--- src/rtl/emst_pkg.sv ---
// Package with the shared constants and item types of the spanning tree unit.
`timescale 1ns / 1ps
`default_nettype none
package emst_pkg;
    localparam int MAX_POINTS = 1024;
    localparam int COORD_BITS = 20;
    localparam int AW         = $clog2(MAX_POINTS);
    localparam int CNT_W      = AW + 1;
    localparam int LEN_W      = COORD_BITS + 17;
    localparam int BEST_W     = LEN_W + 1;
    localparam int SUM_W      = 47;
    localparam logic [SUM_W-1:0] SUM_MAX = {SUM_W{1'b1}};

    localparam logic [1:0] CMD_LOAD    = 2'd0;
    localparam logic [1:0] CMD_LINK    = 2'd1;
    localparam logic [1:0] CMD_COMPUTE = 2'd2;
    localparam logic [1:0] CMD_UNUSED  = 2'd3;

    typedef struct packed {
        logic [1:0]  command;
        logic [9:0]  point_index;
        logic [19:0] point_x;
        logic [19:0] point_y;
        logic [9:0]  link_end_a;
        logic [9:0]  link_end_b;
        logic [10:0] point_count;
    } t_in_item;

    typedef struct packed {
        logic [46:0] total_length;
        logic        saturated;
    } t_out_item;
endpackage
`default_nettype wire

--- src/rtl/emst_dist.sv ---
// Fixed point Euclidean distance: shared squarer, then one root digit per cycle.
`timescale 1ns / 1ps
`default_nettype none
module emst_dist (
    input  wire logic                               i_clk,
    input  wire logic                               i_rst_n,
    input  wire logic                               i_start,
    input  wire logic [emst_pkg::COORD_BITS-1:0]    i_xa,
    input  wire logic [emst_pkg::COORD_BITS-1:0]    i_xb,
    input  wire logic [emst_pkg::COORD_BITS-1:0]    i_ya,
    input  wire logic [emst_pkg::COORD_BITS-1:0]    i_yb,
    output logic                                    o_done,
    output logic      [emst_pkg::LEN_W-1:0]         o_len
);
    import emst_pkg::*;

    localparam int D2_W  = 2 * COORD_BITS + 1;
    localparam int SH_W  = 2 * COORD_BITS + 2;
    localparam int REM_W = LEN_W + 3;
    localparam int STEPS = LEN_W;
    localparam int SC_W  = $clog2(STEPS);

    typedef enum logic [1:0] {S_IDLE, S_SQX, S_SQY, S_ROOT} t_state;

    t_state                  r_state;
    logic [COORD_BITS-1:0]   r_dx, r_dy;
    logic [D2_W-1:0]         r_acc;
    logic [SH_W-1:0]         r_sh;
    logic [REM_W-1:0]        r_rem;
    logic [LEN_W-1:0]        r_root;
    logic [SC_W-1:0]         r_cnt;
    logic [COORD_BITS-1:0]   w_op;
    logic [2*COORD_BITS-1:0] w_sq;
    logic [REM_W-1:0]        w_rem2, w_trial;

    // One squarer shared by both axes.
    assign w_op = (r_state == S_SQX) ? r_dx : r_dy;
    assign w_sq = w_op * w_op;

    // Restoring square root digit step.
    assign w_rem2  = {r_rem[REM_W-3:0], r_sh[SH_W-1 -: 2]};
    assign w_trial = {{(REM_W-LEN_W-2){1'b0}}, r_root, 2'b01};
    assign o_len   = r_root;

    always_ff @(posedge i_clk) begin
        if (!i_rst_n) begin
            r_state <= S_IDLE;
            o_done  <= 1'b0;
        end else begin
            // Done pulses on the cycle after the last root digit.
            o_done <= (r_state == S_ROOT) && (r_cnt == '0);
            case (r_state)
                S_IDLE: begin
                    if (i_start) begin
                        r_dx    <= (i_xa > i_xb) ? i_xa - i_xb : i_xb - i_xa;
                        r_dy    <= (i_ya > i_yb) ? i_ya - i_yb : i_yb - i_ya;
                        r_state <= S_SQX;
                    end
                end
                S_SQX: begin
                    r_acc   <= {1'b0, w_sq};
                    r_state <= S_SQY;
                end
                S_SQY: begin
                    r_sh    <= {1'b0, r_acc + {1'b0, w_sq}};
                    r_rem   <= '0;
                    r_root  <= '0;
                    r_cnt   <= SC_W'(STEPS - 1);
                    r_state <= S_ROOT;
                end
                S_ROOT: begin
                    r_sh <= {r_sh[SH_W-3:0], 2'b00};
                    if (w_rem2 >= w_trial) begin
                        r_rem  <= w_rem2 - w_trial;
                        r_root <= {r_root[LEN_W-2:0], 1'b1};
                    end else begin
                        r_rem  <= w_rem2;
                        r_root <= {r_root[LEN_W-2:0], 1'b0};
                    end
                    r_cnt <= r_cnt - 1'b1;
                    if (r_cnt == '0) begin
                        r_state <= S_IDLE;
                    end
                end
                default: r_state <= S_IDLE;
            endcase
        end
    end
endmodule
`default_nettype wire

--- config.mk ---
export PLATFORM = sky130hd
export DESIGN_NAME = emst_dist
export DESIGN_NICKNAME = d
export VERILOG_FILES = /design/src/rtl/emst_pkg.sv /design/src/rtl/emst_dist.sv
export SDC_FILE = /design/constraint.sdc
export NUM_CORES = 1
export LEC_CHECK = 0
export BUFFER_PORTS_ARGS = -buffer_cell sky130_fd_sc_hd__buf_2
export CORE_UTILIZATION = 48
export DETAILED_ROUTE_END_ITERATION = 10
export PLACE_DENSITY = 0.73
export SYNTH_ARGS = -nofsm -noshare
export SYNTH_HDL_FRONTEND = slang
export SYNTH_SLANG_ARGS = --single-unit
--- constraint.sdc ---
create_clock -name i_clk -period 24.8 [get_ports i_clk]
set_input_delay 3.72 -clock i_clk [delete_from_list [all_inputs] [get_ports i_clk]]
set_output_delay 3.72 -clock i_clk [all_outputs]
set_load 0.01 [all_outputs]
# After elaboration in Yosys (flattened, before gate mapping)
# Cells that the tools add are included.
[op_classes]
add_sub_neg = 7
n_lt_le_gt_ge = 3
multipliers = 1
n_eq_ne = 5
n_reduce_logical = 8
mux = 12
[op_table]
columns = ["cell", "count"]
rows = [
  ["case mux 42 bit (2 select lines)", 1],
  ["subtractor 20 bit", 4],
  ["case mux 38 bit (2 select lines)", 1],
  ["case mux 37 bit (2 select lines)", 1],
  ["2-to-1 mux 20 bit", 3],
  ["adder 40 x 40 -> 41 bit", 1],
  ["greater-or-equal comparator 40 x 39 -> 1 bit", 1],
  ["greater-than comparator 20 bit", 2],
  ["multiplier 20 x 20 -> 40 bit", 1],
  ["2-to-1 mux 38 bit", 1],
  ["subtractor 38 bit", 1],
  ["case mux 6 bit (2 select lines)", 1],
  ["case mux 2 bit (4 select lines)", 1],
  ["logical NOT 6 bit", 1],
  ["AND reduction 2 bit", 3],
  ["subtractor 6 x 1 -> 6 bit, second input constant", 1],
  ["== test 2 bit, second input constant", 2],
  ["2-to-1 mux 2 bit", 2],
  ["AND reduction 3 bit", 1],
  ["== test 2 x 1 -> 1 bit, second input constant", 1],
  ["logical NOT 2 bit", 1],
  ["inequality test 2 x 1 -> 1 bit, second input constant", 1],
  ["inequality test 2 bit, second input constant", 1],
  ["nonzero test 2 bit", 1],
  ["2 further kinds", 2],
]
[word_totals]
wordCells = 45
regBits = 206
in_bits = 83

# Depth between registers and ports, before layout
# Gate-level depths: netlist of run 1.
[depth]
word_depth = 5
ltp_mapped = 45

# Worst setup path after synthesis of run 1
# OpenSTA, ideal clock, no wires.
[synth_path]
kind = "register to register"
start = "register r_state[1]"
end = "register r_sh[37], data pin"
synth_period_minus_slack_ns = 10.033
setup_ns = 0.267
path_stages_with_launch = 40
slack_ns = 14.767
arrival_time_ns = 9.766
cell_sequence = "dfxtp_1 inv_1 ha_1 buf_1 clkbuf_1 mux2i_1 clkbuf_1 nor2_1 fa_1 fa_1 inv_1 fa_1 inv_1 fa_1 fa_1 fa_1 inv_1 fa_1 [4 not listed] or3_1 nand3_1 nand2_1 a21oi_1 o21ai_0 a221o_1 a21oi_1 xnor2_1 ha_1 a21o_1 a21o_1 a21oi_1 o21ai_0 a221o_1 a21oi_1 o31ai_1 xnor2_1 o21ai_0"
[synth_between]
elab_chain_cells = 5
[synth_lines]
columns = ["element", "line_no", "text"]
rows = [
  ["from (decl)", "emst_dist.sv:25", "t_state r_state;"],
  ["from (signal assigned)", "emst_dist.sv:47", "r_state <= S_IDLE;"],
  ["from (signal assigned)", "emst_dist.sv:57", "r_state <= S_SQX;"],
  ["from (signal assigned)", "emst_dist.sv:62", "r_state <= S_SQY;"],
  ["== test 2 x 1 -> 1 bit", "emst_dist.sv:37", "assign w_op = (r_state == S_SQX) ? r_dx : r_dy;"],
  ["2-to-1 mux 20 bit", "emst_dist.sv:37", ""],
  ["multiplier 20 x 20 -> 40 bit", "emst_dist.sv:38", "assign w_sq = w_op * w_op;"],
  ["named net w_sq[24]", "emst_dist.sv:33", "logic [2*COORD_BITS-1:0] w_sq;"],
  ["adder 40 x 40 -> 41 bit", "emst_dist.sv:65", "r_sh <= {1'b0, r_acc + {1'b0, w_sq}};"],
  ["case mux 42 bit (2 select lines)", "emst_dist.sv:52", "case (r_state)"],
  ["to (signal assigned)", "emst_dist.sv:65", ""],
  ["to (signal assigned)", "emst_dist.sv:72", "r_sh <= {r_sh[SH_W-3:0], 2'b00};"],
  ["to (decl)", "emst_dist.sv:28", "logic [SH_W-1:0] r_sh;"],
]
# The timed path passes the listed nets, and every way through them passes these cells.
# A chain may end at the register's enable or synchronous reset.

# Worst setup path in the final report of run 1
[layout_path]
start = "register r_state[1]"
end = "register r_sh[39], data pin"
# The elaborated chain is that of the path after synthesis.

==> results.md, run 1 <==
* WP data required at 25.05 ns
* Fin nets at between 3000 and 4000
* Hold Violations, Final at 0
* Max Transition Viols Final at 0
* CP max FO at 31
* Async set-or-reset flop fraction in the synthesized netlist at 0%
* Post-synth EDFFs at 202
* Tcrit/Tclk final at roughly 45%
* Final WL at 62700 um
* CTS buffer count at 24
* Resized cells post-CTS at 0
* Area growth from synthesis to layout at 7.78%
* Die width at roughly 240 um
* Clock Tree Root: clkbuf_16
* Via-to-Cell Ratio at 5.57
* Ys Warns at 0
* Skew-Pair Late Insertion Delay at 0.54 ns
* Detailed Routing Iterations Pass 1 at 5
* Drt first-iter violations at 1173
* Crit start category: register
* WS Path Type: reg2reg
* PortBufs at 120
* GPL Wtd Cong at 0.926
* Setup Viol. Count Final at 0
* Slew Limit Headroom at roughly 25%
* Syn Area/Cell at 9.40 um^2
* Worst Max-Slew Pin Slew at around 1.1 ns
* Initial antenna violation count at 0
* Worst Path Arrival at 11.37 ns
* GRT Overall Usage at 22.5%
* Post-DP HPWL at 51100 um
* Core Box Area at 53900 um^2
* First-pass GRT wire length at 102000 um
* Number of max-cap violations at 0
* Mapped Area at 26300 um^2
* Delay-heaviest family, CP: adder cells
* Setup Skew at 0.00936 ns
* Post-synthesis sequential area ratio at 23.3%
* Post-CTS Hold Fix Bufs at 0
* Fmax at 90.0 MHz
* Top-count cell post-synth: inv_1
* RSZ-0062 raised after global routing: false
* Rows at 85
* Post-DR wirelength/cell at 17.4 um
* Syn nets at between 3000 and 4000
* Chip height at between 200 and 250 um
* Bufs on Longest Clock Path at 3
* Share of cells above drive strength 1 at approximately 7.2%
* Total grt overflow at 0
* Fin util at 52.5%
* Worst hold-check path type: reg2reg
* Top cell type's share of synthesized area at between 20% and 30%
* CTS tree: built
* Synth cell types at 70
* Dpl cells at 3549
* Buf/Inv on CP at 8
* Post-synth top area cell: edfxtp_1
* Ys flop type: edfxtp_1
* ANT nets after route at 0
* DRC at 0
* Post-Layout Cell Count at 3593
* Vias in the first global route at 20700
* Largest net degree at the start of global routing at 87
* Die ar. at 55700 um^2
* Yosys reg bits at between 200 and 250
* Mapped Cells at approximately 2800
* Commonest cells in the netlist: inv_1 (483), ha_1 (312), fa_1 (282), nor2_1 (241), nand2_1 (240)
* Via count at 20000
* H-tree depth at 1
* Setup TNS at 0 ns
* CP endpoint kind: register
* CP max-delay cell: mux2i_1
* Post-CTS Setup Repair Bufs at 0
* Tmin final at 11.12 ns
* Critical path's largest stage delay at 0.74 ns
* Clk slew on worst S/H paths at 0.06 ns
* Initial core utilization at 48.7%
* # diodes at 0
* Clk sinks at around 210
* Most area-consuming cells after synthesis: edfxtp_1 (23%), fa_1 (21%), ha_1 (15%)
* I/O Pins at 121
* Outcome: complete, no violations
[cell usage in the layout (no fill, tap or decap), types with 7 or more instances in the layout]
| cell type | synthesis | layout |
|---|---|---|
| o31ai_1 | 11 | 11 |
| ha_1 | 312 | 311 |
| nor2b_1 | 18 | 18 |
| mux2i_1 | 58 | 58 |
| and3_1 | 10 | 9 |
| xor2_1 | 67 | 67 |
| o21ai_0 | 117 | 117 |
| and4_1 | 7 | 7 |
| a21oi_1 | 165 | 165 |
| clkbuf_16 | 0 | 24 |
| fa_1 | 282 | 282 |
| o22ai_1 | 7 | 7 |
| nand2_1 | 240 | 240 |
| nand2b_1 | 14 | 14 |
| o21bai_1 | 20 | 20 |
| buf_4 | 2 | 20 |
| a211oi_1 | 28 | 28 |
| mux2_2 | 14 | 14 |
| edfxtp_1 | 202 | 202 |
| a21o_1 | 97 | 97 |
| nand4_1 | 25 | 25 |
| nand3_1 | 31 | 31 |
| and2_1 | 12 | 12 |
| o21a_1 | 19 | 18 |
| o211ai_1 | 9 | 9 |
| nor3_1 | 23 | 23 |
| nor2_1 | 241 | 241 |
| buf_2 | 8 | 120 |
| a31oi_1 | 17 | 17 |
| a211o_1 | 9 | 9 |
| inv_1 | 483 | 483 |
| xnor2_1 | 90 | 90 |
[worst paths after layout]
path         endpoint  cells past startpoint       start  slack (ns)
min          r_sh[41]                      1    r_sh[39]        0.53
min reg2reg  r_sh[41]                      1    r_sh[39]        0.53
max          r_sh[39]                     39  r_state[1]       13.68
max reg2reg  r_sh[39]                     39  r_state[1]       13.68
[flip-flops by register name, indices dropped and copies added, names as in the netlist]
name and cells:
r_dy 20, o_len 37, r_state 2, r_acc 39, r_rem 38, r_dx 20
r_cnt 6, r_sh 42, o_done 1
[final cells by class]
type	instances	area (um^2)
sequential	205	6130
clock inverter	14	118
multi-input combinational	2019	18000
fill	4842	25600
clock buffer	30	623
inverter	489	1840
timing repair buffer	140	751
tap	696	871
[worst register-to-register path: cells and delay by family, from the launching register on]
| kind | cells | cell delay, ns |
|---|---|---|
| AOI/OAI and AO/OA | 14 | 2.99 |
| xor gates and xnor gates | 2 | 0.34 |
| adders and majority gates | 10 | 4.27 |
| buffers and inverters | 8 | 1.24 |
| DFF | 1 | 0.34 |
| muxes | 1 | 0.76 |
| and+or+nand+nor | 4 | 0.86 |
[per-stage QoR]
step	setup slack (ns)	cell area [um^2]	hold slack [ns]
floorplan	14.77	26300	0.487
global placement	14.06	27600	0.508
detailed placement	13.74	27600	0.512
CTS	13.72	28300	0.512
global route	12.88	28300	0.549
finish	13.68	28300	0.529
[per-layer routing]
metal | share of wire, % | vias up | global-route usage [%]
met1 | 42 | 9824 | 28.0
met2 | 50 | 590 | 40.1
met3 | 5.2 | 128 | 2.72
li1 | - | 9466 | -
met5 | 0 | - | 0
met4 | 3.4 | 0 | 7.78
[logic make-up (layout without fill, tap and decap cells)]
kind of cell	Yosys count	after routing	synth area share [%]
AND/OR/NAND/NOR	650	650	10.9
XOR/XNOR	157	157	5.23
flip-flops	205	205	23.3
adder cells (fa/ha/maj)	596	596	36.4
multiplexers	72	72	2.81
buffers and inverters	572	673	8.24
AO/OA/AOI/OAI	544	544	13.1
Power of run 1 is not shown: default switching activity piles up to over one toggle a cycle in this logic, so the estimate is an artifact.
==> run 2: changes to the inputs <==
==> constraint.sdc (replaced) <==
create_clock -name i_clk -period 10.3 [get_ports i_clk]
set_input_delay 1.545 -clock i_clk [delete_from_list [all_inputs] [get_ports i_clk]]
set_output_delay 1.545 -clock i_clk [all_outputs]
set_load 0.01 [all_outputs]
==> run 2 against run 1 <==
Against the previous run: clock-buffer cell count is 3 lower; flip-flop and latch count stayed put; global-route usage is 0.81 points higher; via count hardly changed; register-to-register slack worse by 13 ns; highest routed layer unchanged.
==> results.md, run 2 (synthesis gave the netlist of run 1 again) <==
* I/O Pins at 121 (unchanged)
* Total grt overflow at 0 (unchanged)
* DRC at 0 (unchanged)
* # diodes at 0 (unchanged)
* CTS buffer count at 24 (unchanged)
* PortBufs at 120 (unchanged)
* Number of max-cap violations at 0 (unchanged)
* Dpl cells at 3573 (was 3549)
* Outcome: complete, no violations (unchanged)
* Worst Path Arrival at 10.18 ns (was 11.37 ns)
* Initial core utilization at 48.7% (unchanged)
* Top reg by flops: r_sh (unchanged)
* Die width at 236 um (unchanged)
* Drt first-iter violations at 1228 (was 1173)
* Critical Path Sink: r_sh[39] (unchanged)
* Core Box Area at 53900 um^2 (unchanged)
* Hold Violations, Final at 0 (unchanged)
* Reg2Reg Depth at 41 (was 39)
* CP max FO at 16 (was 31)
* ANT nets after route at 0 (unchanged)
* Highest-count cells in the layout ignoring fill and taps: inv_1 (483), ha_1 (308), fa_1 (282) (was inv_1 (483), ha_1 (311), fa_1 (282))
* Post-CTS Hold Fix Bufs at 0 (unchanged)
* Share of cells above drive strength 1 at 9.03% (was 7.25%)
* Via-to-Cell Ratio at 5.53 (was 5.57)
* H-tree depth at 1 (unchanged)
* Rows at 85 (unchanged)
* Initial antenna violation count at 0 (unchanged)
* Slew Limit Headroom at 26.3% (was 24.8%)
* WS Path Type: reg2reg (unchanged)
* Reg-to-Reg Start: r_state[1] (unchanged)
* Clk slew on worst S/H paths at 0.06 ns (about the same)
* Via count at 20000 (about the same)
* Tcrit/Tclk final at 96.3% (was 44.8%)
* Critical path's largest stage delay at 0.56 ns (was 0.74 ns)
* Largest net degree at the start of global routing at 85 (was 87)
* Area growth from synthesis to layout at 9.28% (was 7.78%)
* Worst hold-check path type: reg2reg (unchanged)
* Most common cell after layout, fill and taps aside: inv_1 (unchanged)
* R2R setup slack at 0.39 ns (was 13.68 ns)
* Detailed Routing Iterations Pass 1 at 5 (unchanged)
* Max Transition Viols Final at 0 (unchanged)
* RSZ-0062 raised after global routing: false (unchanged)
* CP max-delay cell: fa_1 (was mux2i_1)
* R2r endpoint: r_sh[39] (unchanged)
* Largest registers: r_sh (42), r_acc (39), r_rem (38) (unchanged)
* Post-Layout Cell Count at 3620 (was 3593)
* Clock Tree Root: clkbuf_16 (unchanged)
* Setup Skew at 0.0225 ns (was 0.00936 ns)
* Setup Viol. Count Final at 0 (unchanged)
* Tmin final at 9.91 ns (was 11.12 ns)
* Fin nets at 3585 (was 3556)
* Chip height at 236 um (unchanged)
* Post-DR wirelength/cell at 18.0 um (was 17.4 um)
* Bufs on Longest Clock Path at 3 (unchanged)
* Skew-Pair Late Insertion Delay at 0.56 ns (was 0.54 ns)
* Die ar. at 55700 um^2 (unchanged)
* Final WL at 65100 um (was 62700 um)
* WP data required at 10.57 ns (was 25.05 ns)
* Clk sinks at 205 (unchanged)
* Crit start category: register (unchanged)
* DP Area at 27800 um^2 (was 27600 um^2)
* First-pass GRT wire length at 104000 um (was 102000 um)
* GPL Wtd Cong at 1.00 (was 0.926)
* CTS tree: built (unchanged)
* Max FFs per register at 42 (unchanged)
* Fmax at 101 MHz (was 90.0 MHz)
* Crit path from: r_state[1] (unchanged)
* Worst Max-Slew Pin Slew at 1.10 ns (was 1.13 ns)
* GRT Overall Usage at 23.3% (was 22.5%)
* Vias in the first global route at 20600 (was 20700)
* Setup TNS at 0 ns (unchanged)
* Post-DP HPWL at 53700 um (was 51100 um)
* CP endpoint kind: register (unchanged)
* Design Area, Final at 28700 um^2 (was 28300 um^2)
## run 2: worst min path at each step
stage | from | endpoint | slack (ns) | cells after the start
CTS | r_sh[4] | r_sh[6] | 0.52 | 2
finish | r_sh[3] | r_sh[5] | 0.52 | 2
detailed placement | r_sh[4] | r_sh[6] | 0.51 | 2
floorplan | r_sh[4] | r_sh[6] | 0.49 | 2
global placement | r_sh[4] | r_sh[6] | 0.50 | 2
global route | r_sh[20] | r_sh[22] | 0.55 | 2
## run 2: routing by layer
metal / share of wire [%] / GRT usage (%) / vias to the layer above
met5: 0 / 0 / -
met4: 3.9 / 8.54 / 0
met3: 5.4 / 2.83 / 125
met2: 49 / 41.2 / 653
met1: 41 / 29.1 / 9703
li1: - / - / 9535
## run 2: area by class of cell
cell class	count	area (um^2)
sequential	205	6130
timing repair buffer	169	998
fill	4784	25200
clock buffer	27	612
clock inverter	15	186
inverter	489	1840
tap	696	871
multi-input combinational	2019	18100
## run 2: what timing repair did
item | 4_1_cts | 5_1_grt
buffers inserted | 0 | 4
setup endpoints to repair | 0 | 9
gates resized for setup | 0 | 29
## run 2: through the flow
stage | setup WS (ns) | hold slack, ns | utilization, %
floorplan | 0.267 | 0.487 | -
global placement | 0.367 | 0.496 | 51.5
detailed placement | 0.0695 | 0.505 | 51.5
CTS | 0.0571 | 0.521 | 53.0
global route | 0.0102 | 0.549 | 53.3
finish | 0.385 | 0.520 | 53.3
## run 2: worst max-delay path, delay by kind of cell, from the launching register on
family / cells / cell delay [ns]
adder cells (fa/ha/maj): 10 / 4.41
AND/OR/NAND/NOR: 5 / 0.96
XOR/XNOR: 2 / 0.38
buffers and inverters: 9 / 0.89
AO/OA/AOI/OAI: 14 / 2.36
flip-flops: 1 / 0.34
multiplexers: 1 / 0.27
Power of run 2 is left out for the same reason.
