`src/rtl/emst_ram.sv`:
```
// Generic single write port RAM with one registered read port.
`timescale 1ns / 1ps
`default_nettype none
module emst_ram #(
    parameter int W = 8,
    parameter int D = 16
) (
    input  wire logic                 i_clk,
    input  wire logic                 i_we,
    input  wire logic [$clog2(D)-1:0] i_wa,
    input  wire logic [W-1:0]         i_wd,
    input  wire logic [$clog2(D)-1:0] i_ra,
    output logic      [W-1:0]         o_rd
);
    logic [W-1:0] r_mem [D];

    // Write and registered read.
    always_ff @(posedge i_clk) begin
        if (i_we) begin
            r_mem[i_wa] <= i_wd;
        end
        o_rd <= r_mem[i_ra];
    end
endmodule
`default_nettype wire

```
`config.mk`:
```
export PLATFORM = sky130hd
export DESIGN_NAME = emst_ram
export DESIGN_NICKNAME = d
export VERILOG_FILES = /design/src/rtl/emst_ram.sv
export SDC_FILE = /design/constraint.sdc
export NUM_CORES = 1
export LEC_CHECK = 0
export ABC_CLOCK_PERIOD_IN_PS = 2600
export BUFFER_PORTS_ARGS = -buffer_cell sky130_fd_sc_hd__buf_2
export CAP_MARGIN = 30
export CORE_ASPECT_RATIO = 0.9
export CORE_UTILIZATION = 60
export DETAILED_ROUTE_END_ITERATION = 10
export GPL_ROUTABILITY_DRIVEN = 0
export HOLD_SLACK_MARGIN = 0.12
export PLACE_DENSITY = 0.78
export SLEW_MARGIN = 20
export SYNTH_ARGS = -nofsm -noshare
export SYNTH_HDL_FRONTEND = slang
export SYNTH_SLANG_ARGS = --single-unit
```
`constraint.sdc`:
```
create_clock -name i_clk -period 2.6 [get_ports i_clk]
set_clock_uncertainty 0.05 [all_clocks]
set_input_delay 0.13 -clock i_clk [delete_from_list [all_inputs] [get_ports i_clk]]
set_output_delay 0.13 -clock i_clk [all_outputs]
set_load 0.01 [all_outputs]
```
# After elaboration in Yosys (flattened, before gate mapping)
# Memory sizes are Yosys's and may differ from the RTL's. A register that Yosys moved wholly into a read port is not among the register bits.
# Cells that the tools add are included.
[word_totals]
elab_cells = 3
ram_bits = 128
latchBits = 0
ff_bits = 0
input_bits = 18
n_memories = 1
romBits = 0
out_inout_bits = 8
[mem_list]
columns = ["memory", "depth", "width", "read_ports", "rd_ports_with_merged_regs", "write_ports", "line", "source"]
rows = [
  ["r_mem", 16, 8, 1, 1, 1, "15", "logic [W-1:0] r_mem [D];"],
]
[op_classes]
n_reduce_logical = 0
add_sub_neg = 0
shift = 0
div_mod_pow = 0
eq_ne = 0
bitwise_logic = 0
multipliers = 0
mux = 2
n_lt_le_gt_ge = 0
[op_table]
columns = ["operator", "count"]
rows = [
  ["1-bit 2-to-1 mux", 2],
]

# Logic depth before layout (Yosys ltp)
# Gate-level depths: netlist of the first run.
[depth]
depth_word = 2
ltp_mapped = 5
depth_no_buf = 3

# Least setup slack after synthesis of the first run
# OpenSTA, ideal clock, no wires.
[synth_path]
path_kind = "input -> register"
start = "input i_wa[2]"
end = "memory r_mem[0][0], enable pin"
path_stages = 2
required_ps = 2167
arrival_time_ps = 1240
n_path_buf = 0
setup_ps = 383
path_slack_ps = 927
cell_sequence = "or3b_2 nor3_1"
[synth_rtl]
columns = ["item", "line", "source"]
rows = [
  ["start, declared", "10", "input wire logic [$clog2(D)-1:0] i_wa,"],
  ["end, declared", "15", ""],
]
# No word-level cell before the write port.

# Final worst setup path of the first run
[layout_path]
start = "input i_wa[2]"
end = "memory r_mem[2][4], enable pin"
# No word-level cell before the write port.

==> impl_metrics.csv, run 1 <==
group,metric,value,unit
clocking,ctsHtreeMaxLevel,4,
detailed_routing,detail-route-antenna-nets,0,
clocking,postCtsResizedCells,0,
global_route,grt_overflow_total,0,
status,outcome,"completed",
setup_path,worst_ep_arrival_time,2.68,ns
yosys,post_synth_num_cell_types,19,
timing,final_period_minus_worst_setup_slack,2.51,ns
yosys,ys_top_cells_by_area,"edfxtp_1 75%, mux4_2 7.9%, mux4_1 7.1%",
timing,totalNegativeSetupSlack,0,ns
global_route,antenna_found_initial,0,
floorplan,floorplan_die_area,8950,um^2
setup_path,worst_setup_path_end_kind,"register",
final_layout,post-route-util,74.5,%
clocking,cts_tree,"built",
final_layout,most-common-layout-cells,"128 x edfxtp_1, 25 x buf_2, 18 x mux4_2, 16 x a22oi_1, 16 x clkbuf_16",
timing,finalHoldViolCount,0,
yosys,syn_inst,229,
timing,worst-slew-pin-transition,0.954,ns
placement,dpl-instance-area,5450,um^2
floorplan,initial_utilization,62.9,%
yosys,avg_synthesized_cell_area,22.5,um^2
global_route,grt_pass1_vias,2597,
timing,max-slew-margin-rel,36.2,%
detailed_routing,drt-pass1-iter-count,5,
power,p_leak,2.08,nW
power,worst_ir_drop_vdd,610,uV
global_route,grt_first_pass_wirelength,14900,um
timing,layout_worst_path_cycle_share,96.5,%
timing,maxClockFrequency,398,MHz
min_path,min-delay-path-class,"in2reg",
yosys,yosysSeqAreaShare,77.8,%
clocking,cts_max_path_buffers,2,
clocking,worstSkewPairLatency,0.51,ns
timing,postLayoutSetupSlackWorst,0.0904,ns
clocking,cts.clk_slew.worst_paths,0.06,ns
floorplan,placeableCoreArea,8180,um^2
global_route,grt.total_usage,24.4,%
setup_path,required_time_of_the_critical_path,2.77,ns
timing,rsz_0062_raised_after_global_routing,"no",
detailed_routing,dr_total_vias,2545,
final_layout,final_common_cell,"edfxtp_1",
yosys,yosys_warnings,0,
detailed_routing,drt_first_iter_violations,231,
yosys,synth.cell_area,5150,um^2
floorplan,num_io_pins,26,
min_path,min_delay_path_depth,4,
clocking,hold_buffers,13,
yosys,synth_nets,247,
yosys,postSynthRegisterBits,136,
clocking,clk_tree_root_cell,"clkbuf_8",
placement,dpl_worst_slack,0.941,ns
detailed_routing,routed_wirelength,9790,um
floorplan,die_width,99.6,um
final_layout,design.final.nets,308,
final_layout,share_of_cells_above_drive_strength_1,29.4,%
clocking,clkSinkCount,136,
global_route,grt_max_degree,33,
timing,timing.final.max_slew_violations,0,
power,p_per_area,782,nW/um^2
floorplan,rows,31,
setup_path,critical_path.max_fanout,4,
timing,hold_ws,0.157,ns
placement,portBuffers,25,
timing,finalSetupViolCount,0,
yosys,synthDominantAreaCellType,"edfxtp_1",
setup_path,r2r.worst_path.cells,3,
final_layout,area_growth,18.4,%
setup_path,timing_worst_setup_path_type,"in2reg",
yosys,synth_largest_type_area_fraction,74.7,%
detailed_routing,wl_per_cell,23.4,um
detailed_routing,remaining_drc_errors,0,
floorplan,die_h,89.9,um
clocking,post-cts-setup-buffers,0,
final_layout,final_area,6100,um^2
setup_path,startpoint_type,"primary input",
placement,place.detailed.hpwl,5850,um
clocking,cts-buffers-inserted,17,
flow_run,cap_violations,0,
final_layout,antenna_cells_inserted,0,
detailed_routing,vias_per_cell,6.09,
## final timing paths
path | to | slack [ns] | start
max reg2reg | o_rd[0] | 1.12 | r_mem[2][0]
min | o_rd[1] | 0.16 | i_ra[2]
max | r_mem[2][4] | 0.09 | i_wa[2]
min reg2reg | o_rd[2] | 0.62 | r_mem[13][2]
## cell type report
cell class	count	area, um^2
sequential	136	4000
fill	455	2090
multi-input combinational	83	1060
clock buffer	17	414
timing repair buffer	52	373
tap	115	144
clock inverter	15	104
## synth_stat cells
cell and number:
nand3_1 1, nor3_1 4, nand3b_1 2, mux4_2 18
clkdlybuf4s25_2 3, nor2_1 13, a22oi_1 16, dfxtp_1 8
nand2b_1 2, or3b_2 1, buf_4 1, buf_2 3
nor2b_1 1, nand2_1 9, buf_6 3, and2b_1 1
edfxtp_1 128, and2_1 1, mux4_1 14
## layer usage
metal | track usage (%) | part of all wire [%] | up-vias
met1 | 35.1 | 41 | 1291
met3 | 5.91 | 8.1 | 14
met2 | 36.6 | 49 | 138
met4 | 10.0 | 1.6 | 0
met5 | 0 | 0 | -
li1 | - | - | 1102
## worst max-delay path, cell delays in order
cell and delay [ns]:
dlygate4sd3_1 0.53, buf_2 0.13, or3b_2 0.50, dlygate4sd3_1 0.60
nor2_1 0.16, dlygate4sd3_1 0.62
## cell families after synthesis
group / after synthesis / synth area share, %
buffers and inverters: 10 / 1.68
AOI/OAI and AO/OA: 16 / 2.33
muxes: 32 / 15.0
DFF: 136 / 77.8
and+or+nand+nor: 35 / 3.18
## through the flow
step,power (mW),instances
finish,4.77,418
global route,4.91,418
CTS,4.80,418
detailed placement,2.74,373
global placement,2.73,373
floorplan,2.64,229
## state kept, by name, summed over array words and instances, names as in the netlist
register	count
o_rd	8
r_mem	128
## where the power goes
part	total [mW]	switching [mW]	internal [mW]
clock network	2.06	0.894	1.17
logic	0.237	0.130	0.107
registers	2.47	0.0176	2.45
total	4.77	1.04	3.73
(Power assumes the default switching activity.)
==> inputs of run 2 (changes only) <==
--- a/config.mk
+++ b/config.mk
@@ -5,6 +5,7 @@
 export SDC_FILE = /design/constraint.sdc
 export NUM_CORES = 1
 export LEC_CHECK = 0
+export ABC_AREA = 1
 export ABC_CLOCK_PERIOD_IN_PS = 2600
 export BUFFER_PORTS_ARGS = -buffer_cell sky130_fd_sc_hd__buf_2
 export CAP_MARGIN = 30
==> run 2 against run 1 <==
Against the previous run: clock power increased by 13%; core utilization decreased by 2.6 points; final cell count up 72%; largest power group unchanged; flip-flop and latch count unchanged; highest routed layer unchanged; sequential share of layout area shrank 5.2 points; area after synthesis up 12%; maximum frequency up 3.8%; critical path depth up 2; non-clock buffer count shrank 11; final area is 8.5% higher; die area up 12%; combinational power grew 32%; largest cell class unchanged.
==> impl_metrics.csv, run 2 <==
group,metric,value,unit
status,outcome,"completed",
global_route,grt.total_usage,27.2,%
yosys,yosys_warnings,0,
setup_path,regToRegEndpoint,"o_rd[3]",
final_layout,share_of_cells_above_drive_strength_1,9.85,%
setup_path,r2r.worst_path.cells,8,
final_layout,design.final.nets,605,
detailed_routing,drt-pass1-iter-count,5,
yosys,post_synth_num_cell_types,12,
detailed_routing,dr_total_vias,3905,
setup_path,required_time_of_the_critical_path,2.96,ns
detailed_routing,detail-route-antenna-nets,0,
global_route,grt_first_pass_wirelength,19100,um
setup_path,crit_top_cell,"dlygate4sd3_1",
detailed_routing,vias_per_cell,5.42,
power,worst_ir_drop_vdd,595,uV
yosys,ys_top_cells_by_area,"edfxtp_1 67%, nand2_1 11%, nand3_1 8.4%",
floorplan,num_io_pins,26,
clocking,clkSinkCount,136,
final_layout,fill_cells,627,
global_route,grt_pass1_vias,3638,
flow_run,cap_violations,0,
yosys,synth_common_cells,"173 x nand2_1, 128 x edfxtp_1, 100 x inv_1",
yosys,yosysSeqAreaShare,69.4,%
setup_path,critical_path.n_buffers_inverters,5,
detailed_routing,drt_first_iter_violations,470,
setup_path,timing_worst_setup_path_type,"in2reg",
power,power.switching,1.11,mW
setup_path,critical_path.slowest_cell,"dlygate4sd3_1",
detailed_routing,remaining_drc_errors,0,
setup_path,startpoint_type,"primary input",
detailed_routing,wl_per_cell,17.4,um
global_route,grt_max_degree,65,
detailed_routing,routed_wirelength,12500,um
placement,place.detailed.hpwl,7570,um
timing,rsz_0062_raised_after_global_routing,"no",
yosys,dominant_register_cell_in_the_synthesized_netlist,"edfxtp_1",
yosys,synthDominantAreaCellType,"edfxtp_1",
floorplan,floorplan_die_area,10000,um^2
power,power.share.switching,21.7,%
setup_path,r2r_start,"r_mem[15][3]",
timing,finalHoldViolCount,0,
min_path,min-delay-start,"i_we",
setup_path,cp_top_family,"buffers and inverters",
timing,timing.final.max_slew_violations,0,
timing,totalNegativeSetupSlack,0,ns
final_layout,final_common_cell,"nand2_1",
clocking,worstSkewPairLatency,0.53,ns
yosys,synth_nets,569,
clocking,ctsHtreeMaxLevel,4,
final_layout,largest_register_by_flop_count,"r_mem",
floorplan,rows,33,
final_layout,most-common-layout-cells,"173 x nand2_1, 128 x edfxtp_1, 100 x inv_1, 97 x nand3_1, 25 x buf_2",
power,p_per_area,771,nW/um^2
timing,final_period_minus_worst_setup_slack,2.42,ns
timing,layout_worst_path_cycle_share,93.0,%
clocking,cts_max_path_buffers,2,
floorplan,placeableCoreArea,9210,um^2
final_layout,area_growth,14.7,%
clocking,cts-buffers-inserted,17,
power,p_leak,2.85,nW
setup_path,reg2reg_setup_slack,0.51,ns
power,sequentialPowerShare,48.3,%
clocking,cts.clk_slew.worst_paths,0.06,ns
yosys,avg_synthesized_cell_area,10.5,um^2
floorplan,initial_utilization,62.6,%
min_path,min-delay-path-class,"in2reg",
min_path,worstHoldEndpoint,"r_mem[3][3]",
yosys,yosys.cell_count.top_type,"nand2_1",
clocking,postCtsResizedCells,0,
final_layout,largest_registers_ranked_by_flip_flop_count,"r_mem (128), o_rd (8)",
floorplan,die_width,105,um
final_layout,post-route-util,71.8,%
placement,portBuffers,25,
timing,max-slew-margin-rel,40.9,%
timing,maxClockFrequency,414,MHz
final_layout,antenna_cells_inserted,0,
setup_path,worst_setup_path_end_kind,"register",
timing,finalSetupViolCount,0,
yosys,synth.cell_area,5770,um^2
power,p_clk_share,45.5,%
yosys,postSynthRegisterBits,136,
setup_path,worstPathCellList,"dlygate4sd3_1 > buf_2 > inv_1 > nand3_1 > nand3_1 > dlygate4sd3_1 > nand2_1 > dlygate4sd3_1",
power,p_int,3.99,mW
yosys,async_flop_share,0,%
setup_path,critical_path.max_fanout,17,
min_path,min_delay_path_depth,3,
power,p_comb_share,6.1,%
yosys,syn_inst,551,
global_route,antenna_found_initial,0,
final_layout,largest_register_ffs,128,
yosys,synth_enable_flop_cells,128,
yosys,synth_largest_type_area_fraction,66.7,%
setup_path,timing.critical_path.slowest_cell_delay,0.55,ns
floorplan,die_h,95.0,um
clocking,cts_tree,"built",
setup_path,worst_ep_arrival_time,2.78,ns
timing,worst-slew-pin-transition,0.883,ns
clocking,clk_tree_root_cell,"clkbuf_8",
global_route,grt_overflow_total,0,
run 2: cell types whose count changed in the layout (fill, tap and decap cells not counted), sizes merged, moves of 2 or more:
cell and change:
inv +99, nand2b -2, a22oi -16, nor3 -4, clkinv -5, clkinvlp +3, mux4 -32, buf -10
bufinv +3, nand3 +96, nand2 +164, nor2 +4
run 2: worst register-to-register path, delay by kind of cell, from the launching register on:
kind	cells	cell delay, ns
buffers and inverters	3	1.15
DFF	1	0.36
and+or+nand+nor	5	0.41
run 2: worst max path at each step:
stage / startpoint / endpoint / slack, ns / cells past startpoint
finish: i_ra[2] / o_rd[3] / 0.18 / 8
global route: i_ra[2] / o_rd[3] / 0.09 / 8
CTS: i_ra[2] / o_rd[3] / 0.23 / 8
detailed placement: i_wa[2] / r_mem[9][3] / 1.00 / 3
global placement: i_ra[0] / o_rd[7] / 1.04 / 7
floorplan: i_wa[2] / r_mem[10][0] / 1.47 / 2
run 2: power by group through the flow:
stage	combinational (mW)	clock (mW)	sequential (mW)
2_1_floorplan	0.173	0	2.52
3_3_place_gp	0.286	0	2.51
3_5_place_dp	0.292	0	2.51
4_1_cts	0.310	2.32	2.46
5_1_grt	0.341	2.43	2.47
6_report	0.313	2.32	2.46
run 2: kinds of logic after synthesis:
group,synth area share [%]
buf+inv,9.52
flops,69.4
simple gates,21.0
run 2: timing repair:
item,4_1_cts,5_1_grt
buffers inserted,0,0
endpoints found under the hold margin,136,0
hold buffers,12,0
run 2: final cells by class:
type,count,area [um^2],area share [%]
multi-input cells,289,1210,18.3
clock buffers,18,418,6.32
flip-flops and latches,136,4000,60.5
well taps,122,153,2.31
repair buffers,41,288,4.35
inverters,102,383,5.79
clock inverters,13,156,2.36
run 2: routing by layer:
metal	vias to the layer above	wire [um]	track usage (%)
met3	28	1360	7.73
met2	232	5980	44.3
met1	1803	4920	34.5
met5	-	0	0
li1	1842	-	-
met4	0	279	12.0
run 2: through the flow:
stage               setup slack [ns]  std cells  hold slack (ns)  power [mW]  cell area, um^2
floorplan                       1.47        551            0.179        2.69             5770
global placement                1.04        678            0.447        2.79             5920
detailed placement              1.00        678            0.442        2.80             5920
CTS                            0.227        721            0.159        5.10             6620
global route                  0.0886        721            0.212        5.24             6620
finish                         0.183        721            0.170        5.10             6620
==> inputs of run 3 (changes only) <==
--- a/config.mk
+++ b/config.mk
@@ -10,11 +10,12 @@
 export BUFFER_PORTS_ARGS = -buffer_cell sky130_fd_sc_hd__buf_2
 export CAP_MARGIN = 30
 export CORE_ASPECT_RATIO = 0.9
-export CORE_UTILIZATION = 60
+export CORE_UTILIZATION = 65
+export CTS_BUF_LIST = sky130_fd_sc_hd__clkbuf_16
 export DETAILED_ROUTE_END_ITERATION = 10
 export GPL_ROUTABILITY_DRIVEN = 0
 export HOLD_SLACK_MARGIN = 0.12
-export PLACE_DENSITY = 0.78
+export PLACE_DENSITY = 0.84
 export SLEW_MARGIN = 20
 export SYNTH_ARGS = -nofsm -noshare
 export SYNTH_HDL_FRONTEND = slang
==> constraint.sdc (replaced) <==
create_clock -name i_clk -period 2.6 [get_ports i_clk]
set_clock_uncertainty 0.05 [all_clocks]
set_input_delay 0.52 -clock i_clk [delete_from_list [all_inputs] [get_ports i_clk]]
set_output_delay 0.52 -clock i_clk [all_outputs]
set_load 0.01 [all_outputs]
==> run 3 against run 2 <==
Against the previous run: critical path depth down 1; via count up 1.7%; clock power up 6%; routed wire length up 2.3%; register-to-register slack better by 0.94 ns; combinational power down 5%; hold slack better by 0.23 ns; count of clock-buffer cells in the layout down 1; largest power group unchanged.
==> impl_metrics.csv, run 3 (synthesized netlist as in run 2, its figures left out) <==
group,metric,value,unit
timing,rsz_0062_raised_after_global_routing,"no",
timing,final_period_minus_worst_setup_slack,1.56,ns
detailed_routing,wl_per_cell,18.1,um
global_route,antenna_found_initial,0,
timing,layout_worst_path_cycle_share,60.0,%
clocking,cts-buffers-inserted,17,
final_layout,largest_register_ffs,128,
clocking,worstSkewPairLatency,0.42,ns
placement,place.detailed.hpwl,7640,um
placement,dpl_worst_slack,0.665,ns
final_layout,final_common_cell,"nand2_1",
timing,max-slew-margin-rel,48.8,%
timing,finalHoldViolCount,0,
global_route,grt.total_usage,30.9,%
setup_path,worst_ep_arrival_time,1.82,ns
floorplan,placeableCoreArea,8610,um^2
setup_path,reg2reg_setup_slack,1.45,ns
timing,finalSetupViolCount,0,
detailed_routing,dr_total_vias,3973,
detailed_routing,remaining_drc_errors,0,
clocking,ctsHtreeMaxLevel,4,
detailed_routing,drt_first_iter_violations,372,
timing,postLayoutSetupSlackWorst,1.04,ns
final_layout,area_growth,13.2,%
timing,maxClockFrequency,642,MHz
detailed_routing,routed_wirelength,12800,um
floorplan,num_io_pins,26,
global_route,grt_first_pass_wirelength,20100,um
detailed_routing,drt-pass1-iter-count,6,
timing,timing.final.max_slew_violations,0,
final_layout,post-route-util,75.8,%
global_route,grt.met3_usage,8.24,%
clocking,postCtsResizedCells,0,
min_path,min-delay-path-class,"in2reg",
global_route,gr-usage-met2,49.8,%
timing,hold_ws,0.401,ns
setup_path,required_time_of_the_critical_path,2.86,ns
global_route,grt_pass1_vias,3898,
final_layout,design.final.nets,593,
setup_path,timing_worst_setup_path_type,"in2reg",
clocking,post-cts-setup-buffers,0,
global_route,grt_max_degree,65,
final_layout,most-common-layout-cells,"173 x nand2_1, 128 x edfxtp_1, 101 x inv_1, 97 x nand3_1, 25 x buf_2",
floorplan,floorplan_die_area,9250,um^2
final_layout,largest_register_by_flop_count,"r_mem",
flow_run,cap_violations,0,
global_route,busiest_layer,"met2",
detailed_routing,vias_per_cell,5.62,
clocking,cts_max_path_buffers,2,
clocking,cts.clk_slew.worst_paths,0.06,ns
floorplan,die_h,91.4,um
floorplan,rows,32,
setup_path,worst_setup_path_end_kind,"register",
power,worst_ir_drop_vdd,961,uV
global_route,use_met1,39.9,%
timing,worst-slew-pin-transition,0.765,ns
final_layout,largest_registers_ranked_by_flip_flop_count,"r_mem (128), o_rd (8)",
global_route,grt_overflow_total,0,
detailed_routing,detail-route-antenna-nets,0,
power,report.power.total,5.24,mW
floorplan,initial_utilization,67.0,%
status,outcome,"completed",
clocking,clkSinkCount,136,
final_layout,share_of_cells_above_drive_strength_1,10.2,%
setup_path,startpoint_type,"primary input",
power,p_leak,2.84,nW
clocking,cts_tree,"built",
power,p_per_area,802,nW/um^2
setup_path,critical_path.max_fanout,64,
clocking,hold_buffers,0,
placement,portBuffers,25,
timing,totalNegativeSetupSlack,0,ns
floorplan,die_width,101,um
clocking,clk_tree_root_cell,"clkbuf_16",
[run 3: worst paths after layout]
kind,startpoint,to,cells past startpoint
worst max register to register,r_mem[7][3],o_rd[3],6
worst min register to register,r_mem[12][6],o_rd[6],6
worst min-delay path,i_ra[3],o_rd[6],3
worst max-delay path,i_ra[0],o_rd[3],7
[run 3: power by group]
part	internal (mW)	switching [mW]	leakage, nW	total, mW
combinational	0.0811	0.216	1.31	0.297
clock	1.59	0.888	0.297	2.47
sequential	2.45	0.0146	1.22	2.47
[run 3: layout make-up]
class / instances / area (um^2)
flip-flops and latches: 136 / 4000
diodes: 1 / 2.50
clock buffers: 17 / 425
well taps: 119 / 149
repair buffers: 29 / 168
inverters: 102 / 383
clock inverters: 14 / 184
fillers: 556 / 2080
multi-input cells: 289 / 1210
[run 3: worst max-delay path: stages]
cell	delay, ns
buf_2	0.09
buf_4	0.51
nand2_1	0.18
nand3_1	0.16
nand3_1	0.13
nand3_1	0.11
nand2_1	0.05
[run 3: stage by stage]
step,instance area (um^2),cells
floorplan,5770,551
global placement,5920,675
detailed placement,5920,675
CTS,6530,706
global route,6530,706
finish,6530,707
[run 3: per-layer routing]
layer,vias to the layer above,wire length (um)
met3,28,1350
met1,1858,4840
met2,259,6410
met4,0,231
li1,1828,-
met5,-,0
